$ cat src/sv/gta_pkg.sv
// gta_pkg: shared types and codes for the greedy track/cluster association block
// no dependencies; used by the interfaces, the track cell and the top level
`timescale 1ns / 1ps

package gta_pkg;

  localparam int OP_W   = 2;
  localparam int POS_W  = 16;
  localparam int IDX_W  = 4;
  localparam int SQD_W  = 34;

  localparam logic [OP_W-1:0] OP_LOAD_TRACK   = 2'd0;
  localparam logic [OP_W-1:0] OP_LOAD_CLUSTER = 2'd1;
  localparam logic [OP_W-1:0] OP_RUN          = 2'd2;

  localparam logic [63:0] SQ_MAX = 64'h0000_0003_FFFF_FFFF;

  typedef enum logic [1:0] {
    S_IDLE,
    S_SEARCH,
    S_OUT
  } state_t;

  // control flags of a search token travelling down the track chain
  typedef struct packed {
    logic wv;     // slot carries a cluster
    logic cval;   // cluster is loaded and still unused
    logic found;  // best fields hold a candidate
  } tok_ctl_t;

endpackage

$ cat src/sv/gta_cell.sv
// gta_cell: one track slot of the search chain; holds a track position and
// folds its distance to the passing cluster into the running best. depends on gta_pkg
`timescale 1ns / 1ps

module gta_cell #(
  parameter int CW  = 16,
  parameter int TIW = 4,
  parameter int CIW = 4,
  parameter int DW  = 35,
  parameter int IDX = 0
) (
  input  logic                    clk,
  input  logic                    rst_n,
  input  logic                    ld,
  input  logic signed [CW-1:0]    ld_x,
  input  logic signed [CW-1:0]    ld_y,
  input  logic                    trk_ok,
  input  gta_pkg::tok_ctl_t       ctl_i,
  input  logic signed [CW-1:0]    cx_i,
  input  logic signed [CW-1:0]    cy_i,
  input  logic [CIW-1:0]          cidx_i,
  input  logic [DW-1:0]           bd_i,
  input  logic [CIW-1:0]          bc_i,
  input  logic [TIW-1:0]          bt_i,
  output gta_pkg::tok_ctl_t       ctl_o,
  output logic signed [CW-1:0]    cx_o,
  output logic signed [CW-1:0]    cy_o,
  output logic [CIW-1:0]          cidx_o,
  output logic [DW-1:0]           bd_o,
  output logic [CIW-1:0]          bc_o,
  output logic [TIW-1:0]          bt_o
);

  logic signed [CW-1:0]   tx_r, ty_r;
  logic signed [CW:0]     dx, dy;
  logic signed [2*CW+1:0] px, py;
  logic [DW-1:0]          d;
  logic                   take;
  gta_pkg::tok_ctl_t      ctl_r;

  always_ff @(posedge clk) begin
    if (ld) begin
      tx_r <= ld_x;
      ty_r <= ld_y;
    end
  end

  always_comb begin
    dx   = (CW+1)'(tx_r) - (CW+1)'(cx_i);
    dy   = (CW+1)'(ty_r) - (CW+1)'(cy_i);
    px   = dx * dx;
    py   = dy * dy;
    d    = DW'($unsigned(px)) + DW'($unsigned(py));
    // strict less keeps the lowest track on a tie
    take = ctl_i.wv && ctl_i.cval && trk_ok && (!ctl_i.found || d < bd_i);
  end

  always_ff @(posedge clk) begin
    if (!rst_n) begin
      ctl_r <= '0;
    end else begin
      ctl_r.wv    <= ctl_i.wv;
      ctl_r.cval  <= ctl_i.cval;
      ctl_r.found <= ctl_i.found | take;
    end
  end

  always_ff @(posedge clk) begin
    cx_o   <= cx_i;
    cy_o   <= cy_i;
    cidx_o <= cidx_i;
    bd_o   <= take ? d : bd_i;
    bc_o   <= take ? cidx_i : bc_i;
    bt_o   <= take ? TIW'(IDX) : bt_i;
  end

  assign ctl_o = ctl_r;

endmodule

$ cat config.mk
export PLATFORM = sky130hd
export DESIGN_NAME = gta_cell
export DESIGN_NICKNAME = d
export VERILOG_FILES = /design/src/sv/gta_pkg.sv /design/src/sv/gta_cell.sv
export SDC_FILE = /design/constraint.sdc
export NUM_CORES = 1
export LEC_CHECK = 0
export BUFFER_PORTS_ARGS = -buffer_cell sky130_fd_sc_hd__buf_4
export CORE_MARGIN = 2
export CORE_UTILIZATION = 45
export DETAILED_ROUTE_END_ITERATION = 8
export PLACE_DENSITY = 0.72
export SETUP_SLACK_MARGIN = 0.15
export SLEW_MARGIN = 20
export SYNTH_ARGS = -nofsm -noshare
export SYNTH_HDL_FRONTEND = slang
export SYNTH_SLANG_ARGS = --single-unit
export TNS_END_PERCENT = 10
$ cat constraint.sdc
create_clock -name clk -period 24.1 [get_ports clk]
set_clock_uncertainty 0.15 [all_clocks]
set_input_delay 2.41 -clock clk [delete_from_list [all_inputs] [get_ports clk]]
set_output_delay 2.41 -clock clk [all_outputs]
set_load 0.005 [all_outputs]
Word level (Yosys, flattened, before mapping) --
Cells that the tools add are included.
Operators by class: add/subtract/negate cells 3, multiply operators 2, order comparisons 1, mux-type cells 2, bitwise logic cells 1, reductions and logical operators 5
Operators by type and width (count):
- $mul A17 B17 Y34 | 2
- $add A34 B34 Y35 | 1
- $lt A35 B35 Y1 | 1
- $mux W35 | 1
- $sub A16 B16 Y17 | 2
- $mux W4 | 1
- $logic_and A1 B1 Y1 | 3
- $logic_not A1 Y1 | 1
- $logic_or A1 B1 Y1 | 1
- $or A1 B1 Y1 | 1
Word-level totals: flip-flop bits (word level) 114, bits of input ports 118, output and inout port bits 82

Depth between registers and ports, before layout --
Gate-level depths: netlist (run 1).
word-level depth 7, depth in mapped cells 53, mapped depth without buffers 49

Worst setup path after synthesis (run 1) --
Ideal clock, no wire load.
path kind input to register, start in cx_i[0], end reg bd_o[0], library setup time 0.121 ns, arrival time 13.032 ns, setup slack 10.797 ns, cell stages on the path 47, path buffers 2, path through ha_1 -> fa_1 -> nand2b_1 -> a21boi_0 -> o21ai_0 -> a21oi_1 -> a21oi_1 -> xor2_1 -> inv_1 -> clkbuf_1 -> nand2_1 -> fa_1 -> inv_1 -> fa_1 -> inv_1 -> fa_1 -> inv_1 -> fa_1 -> [11 not listed] -> a211o_1 -> ha_1 -> a21o_1 -> a21oi_1 -> o2111a_1 -> nand3_1 -> a31oi_1 -> nor4b_1 -> a211o_1 -> ha_1 -> a21o_1 -> a211oi_1 -> o21bai_1 -> a211oi_1 -> o211ai_1 -> nor2_1 -> clkbuf_1 -> mux2_2
On the way: cells in the longest elaborated chain, start to end 7
Ends and longest elaborated chain:
- start, declared | line gta_cell.sv:19 | input logic signed [CW-1:0] cx_i,
- $sub A16 B16 Y17 * | line gta_cell.sv:49 | dx = (CW+1)'(tx_r) - (CW+1)'(cx_i);
- $mul A17 B17 Y34 * | line gta_cell.sv:51 | px = dx * dx;
- $add A34 B34 Y35 * | line gta_cell.sv:53 | d = DW'($unsigned(px)) + DW'($unsigned(py));
- $lt A35 B35 Y1 | line gta_cell.sv:55 | take = ctl_i.wv && ctl_i.cval && trk_ok && (!ctl_i.found || d < bd_i);
- $logic_or A1 B1 Y1 | line gta_cell.sv:55
- $logic_and A1 B1 Y1 | line gta_cell.sv:55
- $mux W35 * | line gta_cell.sv:72 | bd_o <= take ? d : bd_i;
- end signal, assigned | line gta_cell.sv:72
- end, declared | line gta_cell.sv:29 | output logic [DW-1:0] bd_o,
Mark *: on every way between the ends. The rest lies on a longest branch, timed or not. A chain may end at the register's enable or synchronous reset.

Final worst setup path (run 1) --
start in cx_i[0], end reg bd_o[3]
Same word-level chain as after synthesis.

==> impl_results.md, run 1 <==
- Period minus WS final: 15.11 ns
- Largest cells by area after synthesis: fa_1, ha_1, inv_1
- CTS Hold Bufs: 0
- Via density per instance: 5.18
- H-tree levels: 4
- Row count: 89
- Crit path kind: input pin to flop
- Startpoint types: input pin
- Max-Cap Viols: 0
- Routed WL per cell: 16.7 µm
- Antenna viol nets, final: 0
- Final WL: 65.5 mm
- Cell Area, Synth: 26800 µm²
- Number of top-level pins: 200
- Total Routing Usage GR: 22.6%
- Global-route track usage on met3: 5.02%
- Main synth FF type: dfxtp_1
- Fraction of synthesis flops using an asynchronous set or reset pin: 0%
- Max clock buf depth: 2
- Initial antenna violation count: 0
- CTS root buffer: clkbuf_16
- First-pass GRT wire length: 108 mm
- Ant diodes: 0
- Die span in y: 248 µm
- CP max-delay cell: o31ai_1
- RSZ-0062 raised after global routing: false
- M2 GR Usage: 37.0%
- Slew Viols, Final: 0
- DIE AREA: 61600 µm²
- CTS tree: done
- CP delay by family, top: compound AO/OA/AOI/OAI gates
- Initial core utilization: 45.5%
- Worst reg-to-reg setup slack: 10.65 ns
- Clk Latency, worst-skew pair: 0.50 ns
- Run status: completed
- Synth top area share: 40.5%
- Starting DRT DRC Count: 1289
- CP Max Fanout: 24
- Share of layout cells above drive strength 1: 9.66%
- Critical path buffer and inverter count: 8
- Setup TNS: 0 ns
- DRC: 0
- Vias in the first global route: 21.2k
- Final Hold Vio Count: 0
- Non-Filler Instances: 3911
- Total gr overflow: 0
- Largest net degree at the start of global routing: 42
- CP peak stage delay: 0.83 ns
- WP data required: 24.32 ns
- Via count: 20.3k
- Seq/Total Area, Yosys: 9.70%
- NumNets Final: 4056
- Clock-pin slew on the worst setup and hold paths: 0.07 ns
- Final hold slack: 1.47 ns
- GR Util met1: 30.4%
- Commonest non-fill, non-tap cell in the layout: inv_1
- Setup crit end kind: flop
- Period utilization: 62.7%
- Buffers on Ports: 199
- Routability congestion estimate: 0.907
- Worst hold path type: flop to flop
- Fillers: 5466
- Arrival @ worst endpoint: 15.32 ns
- Core Area: 59000 µm²
- Placed Area: 29100 µm²
- Most used cell, CP: fa_1
- Post-synth EDFFs: 32
- Most used routing layer in global routing: met2
- Post-Syn Nets: 3892
- Finished layout cell area: 29700 µm²
- Worst-Margin Slew: 1.07 ns
- HPWL Detailed: 56.0 mm
- Fmax: 0.0662 GHz
- Cts repair resizes: 0
- CTS Sinks: 114
- Most frequent cells in the layout: inv_1, fa_1, ha_1
- Die Wd: 248 µm
- Synth area leader: fa_1
- Slew HR: 27.8%
- Drt pass-1 iters: 5
- Placed Cells: 3879
- CTS Buf Count: 17
- Post-CTS setup buffers: 0
- Seq cells post-synth: 114
- Distinct cells, synth: 72
- Area growth, synth to finish: 10.8%
- Avg Cell Area, Syn: 9.06 µm²
- Synth warnings: 0
- Final setup fails: 0
- Syn Inst Count: 2962
## state kept, by name, indices dropped and copies added, names as in the netlist
| signal | cells |
|---|---|
| tx_r | 16 |
| cx_o | 16 |
| bd_o | 35 |
| bc_o | 4 |
| ty_r | 16 |
| ctl_o | 3 |
| cy_o | 16 |
| cidx_o | 4 |
| bt_o | 4 |
## area by class of cell
class                      count  area [µm²]  area share, %
multi-input combinational   2010       21100           70.9
inverter                     767        2880           9.68
sequential                   114        2600           8.75
timing repair buffer         216        1640           5.52
tap                          773         967           3.25
clock buffer                  23         510           1.72
clock inverter                 8        51.3          0.173
## per-layer routing
metal | vias up | share of wire, %
li1 | 9438 | -
met1 | 10100 | 42
met2 | 665 | 48
met3 | 90 | 8.1
met4 | 0 | 2.0
met5 | - | 0
## Yosys cell counts (all sizes together) (6+ instances only)
cell / number
inv: 764
a211o: 6
o21a: 21
a21boi: 11
nand2b: 20
a211oi: 16
or2: 14
nor2b: 13
a21oi: 115
nand3: 37
nor3: 41
xnor2: 83
a31oi: 9
clkbuf: 61
and2: 17
o31ai: 7
o21bai: 12
edfxtp: 32
o21ai: 68
nand2: 238
ha: 269
a2111oi: 6
fa: 543
nor3b: 6
o211ai: 15
or3: 11
xor2: 37
dfxtp: 82
and3: 14
a21o: 54
nand4: 13
buf: 10
nor2: 235
mux2: 26
## tightest hold or removal path: stages (launching register included)
cell and delay (ns):
edfxtp_1 0.33, ha_1 0.16, xor2_1 0.31, nor2_1 0.23
ha_1 0.20, fa_1 0.20, mux2_2 0.15
## through the flow
stage	utilization, %	setup WS [ns]
final	50.4	8.99
after global routing	50.4	8.19
after CTS	50.3	8.95
after detailed placement	49.4	8.42
after global placement	49.4	8.67
after floorplan	-	10.80
## worst paths after layout
kind	startpoint	end	depth (start not counted)
hold reg to reg	ty_r[2]	bd_o[3]	6
setup / recovery	cx_i[0]	bd_o[3]	47
hold / removal	ty_r[2]	bd_o[3]	6
setup reg to reg	tx_r[1]	bd_o[3]	45
## cells by family after synthesis
family | share of synthesized area (%)
muxes | 1.22
xor gates and xnor gates | 3.97
adders and majority gates | 53.1
AOI/OAI and AO/OA | 9.23
and+or+nand+nor | 11.0
DFF | 9.70
buffers and inverters | 11.8
Power of run 1 is left out: the tool's default activity adds up to more than one toggle a clock period on the data nets, which glitch-free logic cannot reach.
==> inputs of run 2 (changes only) <==
--- a/config.mk
+++ b/config.mk
@@ -9,7 +9,7 @@
 export CORE_MARGIN = 2
 export CORE_UTILIZATION = 45
 export DETAILED_ROUTE_END_ITERATION = 8
-export PLACE_DENSITY = 0.72
+export PLACE_DENSITY = 0.74
 export SETUP_SLACK_MARGIN = 0.15
 export SLEW_MARGIN = 20
 export SYNTH_ARGS = -nofsm -noshare
==> constraint.sdc (replaced) <==
create_clock -name clk -period 13.1 [get_ports clk]
set_clock_uncertainty 0.15 [all_clocks]
set_input_delay 1.31 -clock clk [delete_from_list [all_inputs] [get_ports clk]]
set_output_delay 1.31 -clock clk [all_outputs]
set_load 0.005 [all_outputs]
==> run 2 against run 1 <==
Utilization rose by 0.80 points. Worst hold slack got worse by 0.69 ns. Setup slack worse by 8.3 ns. Final cell count is 1.5% higher. Die area is the same. Sequential cell count stayed put. Critical path depth increased by 1. Critical endpoint is now bd_o[29].
==> impl_results.md, run 2 (same netlist as run 1, synthesis figures left out) <==
- Worst-Margin Slew: 0.887 ns
- WP data required: 13.32 ns
- H-tree levels: 4
- Core Area: 59000 µm²
- Initial core utilization: 45.5%
- Ant diodes: 0
- Area growth, synth to finish: 12.6%
- CP max-delay cell: fa_1
- Most used cell, CP: fa_1
- Buffers on Ports: 199
- RSZ-0062 raised after global routing: false
- DIE AREA: 61600 µm²
- CTS Sinks: 114
- Number of top-level pins: 200
- Drt pass-1 iters: 7
- Starting DRT DRC Count: 1114
- Max clock buf depth: 2
- Most frequent cells in the layout: inv_1, fa_1, buf_4
- CTS root buffer: clkbuf_16
- Via density per instance: 5.17
- Initial antenna violation count: 1
- Max-Cap Viols: 0
- DRC: 0
- Antenna viol nets, final: 0
- Clk Latency, worst-skew pair: 0.49 ns
- NumNets Final: 4112
- Routed WL per cell: 16.2 µm
- Total gr overflow: 0
- Commonest non-fill, non-tap cell in the layout: inv_1
- Clock-pin slew on the worst setup and hold paths: 0.06 ns
- Row count: 89
- Placed Cells: 3936
- First-pass GRT wire length: 107 mm
- Run status: completed
- Arrival @ worst endpoint: 12.67 ns
- Final WL: 64.4 mm
- CTS tree: done
- Crit path kind: input pin to flop
- Via count: 20.5k
- Critical path buffer and inverter count: 10
- Vias in the first global route: 21.6k
- Largest net degree at the start of global routing: 33
- Share of layout cells above drive strength 1: 11.7%
- Die span in y: 248 µm
- CP delay by family, top: adder cells
- HPWL Detailed: 55.0 mm
- Slew Viols, Final: 0
- Routability congestion estimate: 0.929
- Max reg flops: 35
- Non-Filler Instances: 3968
- Fmax: 0.0803 GHz
- CTS Buf Count: 17
- Final setup fails: 0
- CP Max Fanout: 16
- Final Hold Vio Count: 0
- Total Routing Usage GR: 22.3%
- Period minus WS final: 12.45 ns
- Startpoint types: input pin
- CP peak stage delay: 0.53 ns
- Die Wd: 248 µm
- Biggest register: bd_o
- Worst hold path type: input pin to flop
- Slew HR: 40.7%
- Post-CTS setup buffers: 0
- Period utilization: 95.1%
- Setup crit end kind: flop
## run 2: cell types whose count changed in the layout (fill, tap and decap cells not counted), sizes merged
cell,delta
clkinv,-1
clkbuf,-4
clkinvlp,+2
buf,+56
inv,+4
## run 2: timing repair
action	4_1_cts	5_1_grt
resized for setup	0	25
hold buffers	0	0
setup endpoints to repair	0	43
endpoints found under the hold margin	0	0
## run 2: path summary, 6_finish.rpt
path	depth (start not counted)	startpoint	slack [ns]	to
max	48	cy_i[0]	0.65	bd_o[29]
min	1	cy_i[12]	0.79	cy_o[12]
max reg2reg	48	ty_r[0]	1.24	bd_o[29]
min reg2reg	6	ty_r[1]	1.32	bd_o[2]
## run 2: layout make-up
cell class / instances / area, µm²
clock buffer: 19 / 454
sequential: 114 / 2600
timing repair buffer: 272 / 2050
multi-input combinational: 2010 / 21100
inverter: 767 / 2880
clock inverter: 13 / 100
fill: 5442 / 28800
tap: 773 / 967
## run 2: per-layer routing
layer / global-route usage (%) / wire length, µm / vias up
met5: 0 / 0 / -
met4: 5.29 / 1160 / 0
met2: 36.6 / 30600 / 662
met1: 29.9 / 27300 / 10200
met3: 5.41 / 5350 / 87
li1: - / - / 9550
## run 2: through the flow
| step | area [µm²] | hold slack, ns | util, % | setup TNS (ns) | setup slack [ns] |
|---|---|---|---|---|---|
| 2_1_floorplan | 26800 | 1.00 | - | 0 | 0.897 |
| 3_3_place_gp | 29600 | 1.27 | 50.1 | 0 | 0.114 |
| 3_5_place_dp | 29600 | 1.25 | 50.1 | -0.0766 | -0.0163 |
| 4_1_cts | 30100 | 0.741 | 51.1 | 0 | 0.476 |
| 5_1_grt | 30200 | 0.755 | 51.2 | 0 | 0.112 |
| 6_report | 30200 | 0.786 | 51.2 | 0 | 0.648 |
Power of run 2 is left out for the same reason.
==> inputs of run 3 (changes only) <==
--- a/config.mk
+++ b/config.mk
@@ -7,9 +7,9 @@
 export LEC_CHECK = 0
 export BUFFER_PORTS_ARGS = -buffer_cell sky130_fd_sc_hd__buf_4
 export CORE_MARGIN = 2
-export CORE_UTILIZATION = 45
+export CORE_UTILIZATION = 51
 export DETAILED_ROUTE_END_ITERATION = 8
-export PLACE_DENSITY = 0.74
+export PLACE_DENSITY = 0.81
 export SETUP_SLACK_MARGIN = 0.15
 export SLEW_MARGIN = 20
 export SYNTH_ARGS = -nofsm -noshare
==> run 3 against run 2 <==
Global-route usage is 2.7 points higher. Register-to-register slack better by 0.15 ns. Setup slack improved by 0.16 ns. Sequential share of layout area about the same. Clock-buffer cell count increased by 2. Via count up 1.7%. Sequential cell count did not move. Utilization is 6.9 points higher. Worst hold slack worse by 0.021 ns. Die area shrank 12%. Fmax rose by 1.3%. Critical path depth decreased by 1. Largest cell class unchanged.
==> impl_results.md, run 3 (same netlist as run 1, synthesis figures left out) <==
- CTS root buffer: clkbuf_16
- Period minus WS final: 12.29 ns
- CP max-delay cell: fa_1
- Worst hold path type: input pin to flop
- Total Routing Usage GR: 25.1%
- FF-to-FF path depth: 47
- Clock-pin slew on the worst setup and hold paths: 0.07 ns
- Drt pass-1 iters: 5
- Starting DRT DRC Count: 1435
- CP Max Fanout: 25
- Final hold slack: 0.765 ns
- Post-CTS setup buffers: 0
- HPWL Detailed: 55.1 mm
- Placed Area: 29700 µm²
- Fillers: 4382
- Die Wd: 233 µm
- Run status: completed
- Area growth, synth to finish: 13.0%
- Commonest non-fill, non-tap cell in the layout: inv_1
- Buffers on Ports: 199
- CTS tree: done
- NumNets Final: 4143
- CTS Sinks: 114
- Last element of the critical path: bd_o[11]
- Share of layout cells above drive strength 1: 12.6%
- RSZ-0062 raised after global routing: false
- Number of top-level pins: 200
- Initial antenna violation count: 0
- First-pass GRT wire length: 106 mm
- Largest net degree at the start of global routing: 33
- Final setup fails: 0
- Slew Viols, Final: 0
- H-tree levels: 4
- Setup TNS: 0 ns
- Slew HR: 38.7%
- CP peak stage delay: 0.54 ns
- Via density per instance: 5.33
- DIE AREA: 54500 µm²
- Clk Latency, worst-skew pair: 0.50 ns
- Max clock buf depth: 2
- Sequential cell area: 2600 µm²
- WP data required: 13.33 ns
- Worst reg-to-reg setup slack: 1.39 ns
- Reg2reg start: ty_r[0]
- Max-Cap Viols: 0
- Area of the multi-input gates: 21100 µm²
- Finished layout cell area: 30300 µm²
- Most used cell, CP: fa_1
- Worst-Margin Slew: 0.914 ns
- Most frequent cells in the layout: inv_1, fa_1, buf_4
- Initial core utilization: 51.4%
- Startpoint types: input pin
- Crit path kind: input pin to flop
- Final WL: 64.4 mm
- Period utilization: 93.8%
- Die span in y: 233 µm
- CTS Buf Count: 17
- Row count: 84
- Setup crit start: cy_i[0]
- Setup crit end kind: flop
- Final Hold Vio Count: 0
- Max reg flops: 35
- Fmax: 0.0813 GHz
- Biggest register: bd_o
- Routability congestion estimate: 0.940
- Vias in the first global route: 22.2k
- DRC: 0
- Via count: 20.9k
- Antenna viol nets, final: 0
- Routed WL per cell: 16.4 µm
- CTS Hold Bufs: 0
- Ant diodes: 0
- Core Area: 52200 µm²
- Total gr overflow: 0
- Arrival @ worst endpoint: 12.52 ns
- R2R Path End: bd_o[11]
-- run 3: stage by stage --
step | std cells | worst slack [ns] | util [%]
final | 3914 | 0.806 | 58.0
after global routing | 3914 | 0.168 | 58.0
after CTS | 3914 | 0.325 | 57.9
after detailed placement | 3882 | -0.192 | 56.9
after global placement | 3882 | 0.114 | 56.9
after floorplan | 2962 | 0.897 | -
-- run 3: worst max-delay path: cells and delay by family --
family / cells / cell delay, ns
AND/OR/NAND/NOR: 8 / 1.31
AO/OA/AOI/OAI: 15 / 3.54
multiplexers: 1 / 0.35
adder cells (fa/ha/maj): 11 / 4.51
XOR/XNOR: 1 / 0.07
buffers and inverters: 11 / 1.39
-- run 3: worst min path at each step --
| stage | start | endpoint | depth (start not counted) |
|---|---|---|---|
| 3_5_place_dp | ty_r[1] | bd_o[2] | 6 |
| 3_3_place_gp | cy_i[13] | cy_o[13] | 1 |
| 6_report | cy_i[8] | cy_o[8] | 1 |
| 5_1_grt | cy_i[8] | cy_o[8] | 1 |
| 2_1_floorplan | tx_r[0] | bd_o[0] | 6 |
| 4_1_cts | cy_i[8] | cy_o[8] | 1 |
-- run 3: area by class of cell --
cell class	count	area share [%]
multi-input combinational	2010	69.7
inverter	767	9.49
sequential	114	8.58
timing repair buffer	303	7.54
tap	688	2.84
clock buffer	21	1.59
clock inverter	11	0.248
-- run 3: timing repair --
item / CTS / global route
resized for setup: 0 / 21
endpoints found under the hold margin: 0 / 0
setup endpoints to repair: 0 / 43
-- run 3: routing by layer --
layer / vias to the layer above / wire length, µm / global-route usage (%)
li1: 9605 / - / -
met1: 10300 / 25600 / 31.3
met2: 788 / 30700 / 41.5
met3: 156 / 5870 / 6.65
met4: 0 / 2130 / 9.75
met5: - / 0 / 0
Power of run 3 is left out for the same reason.
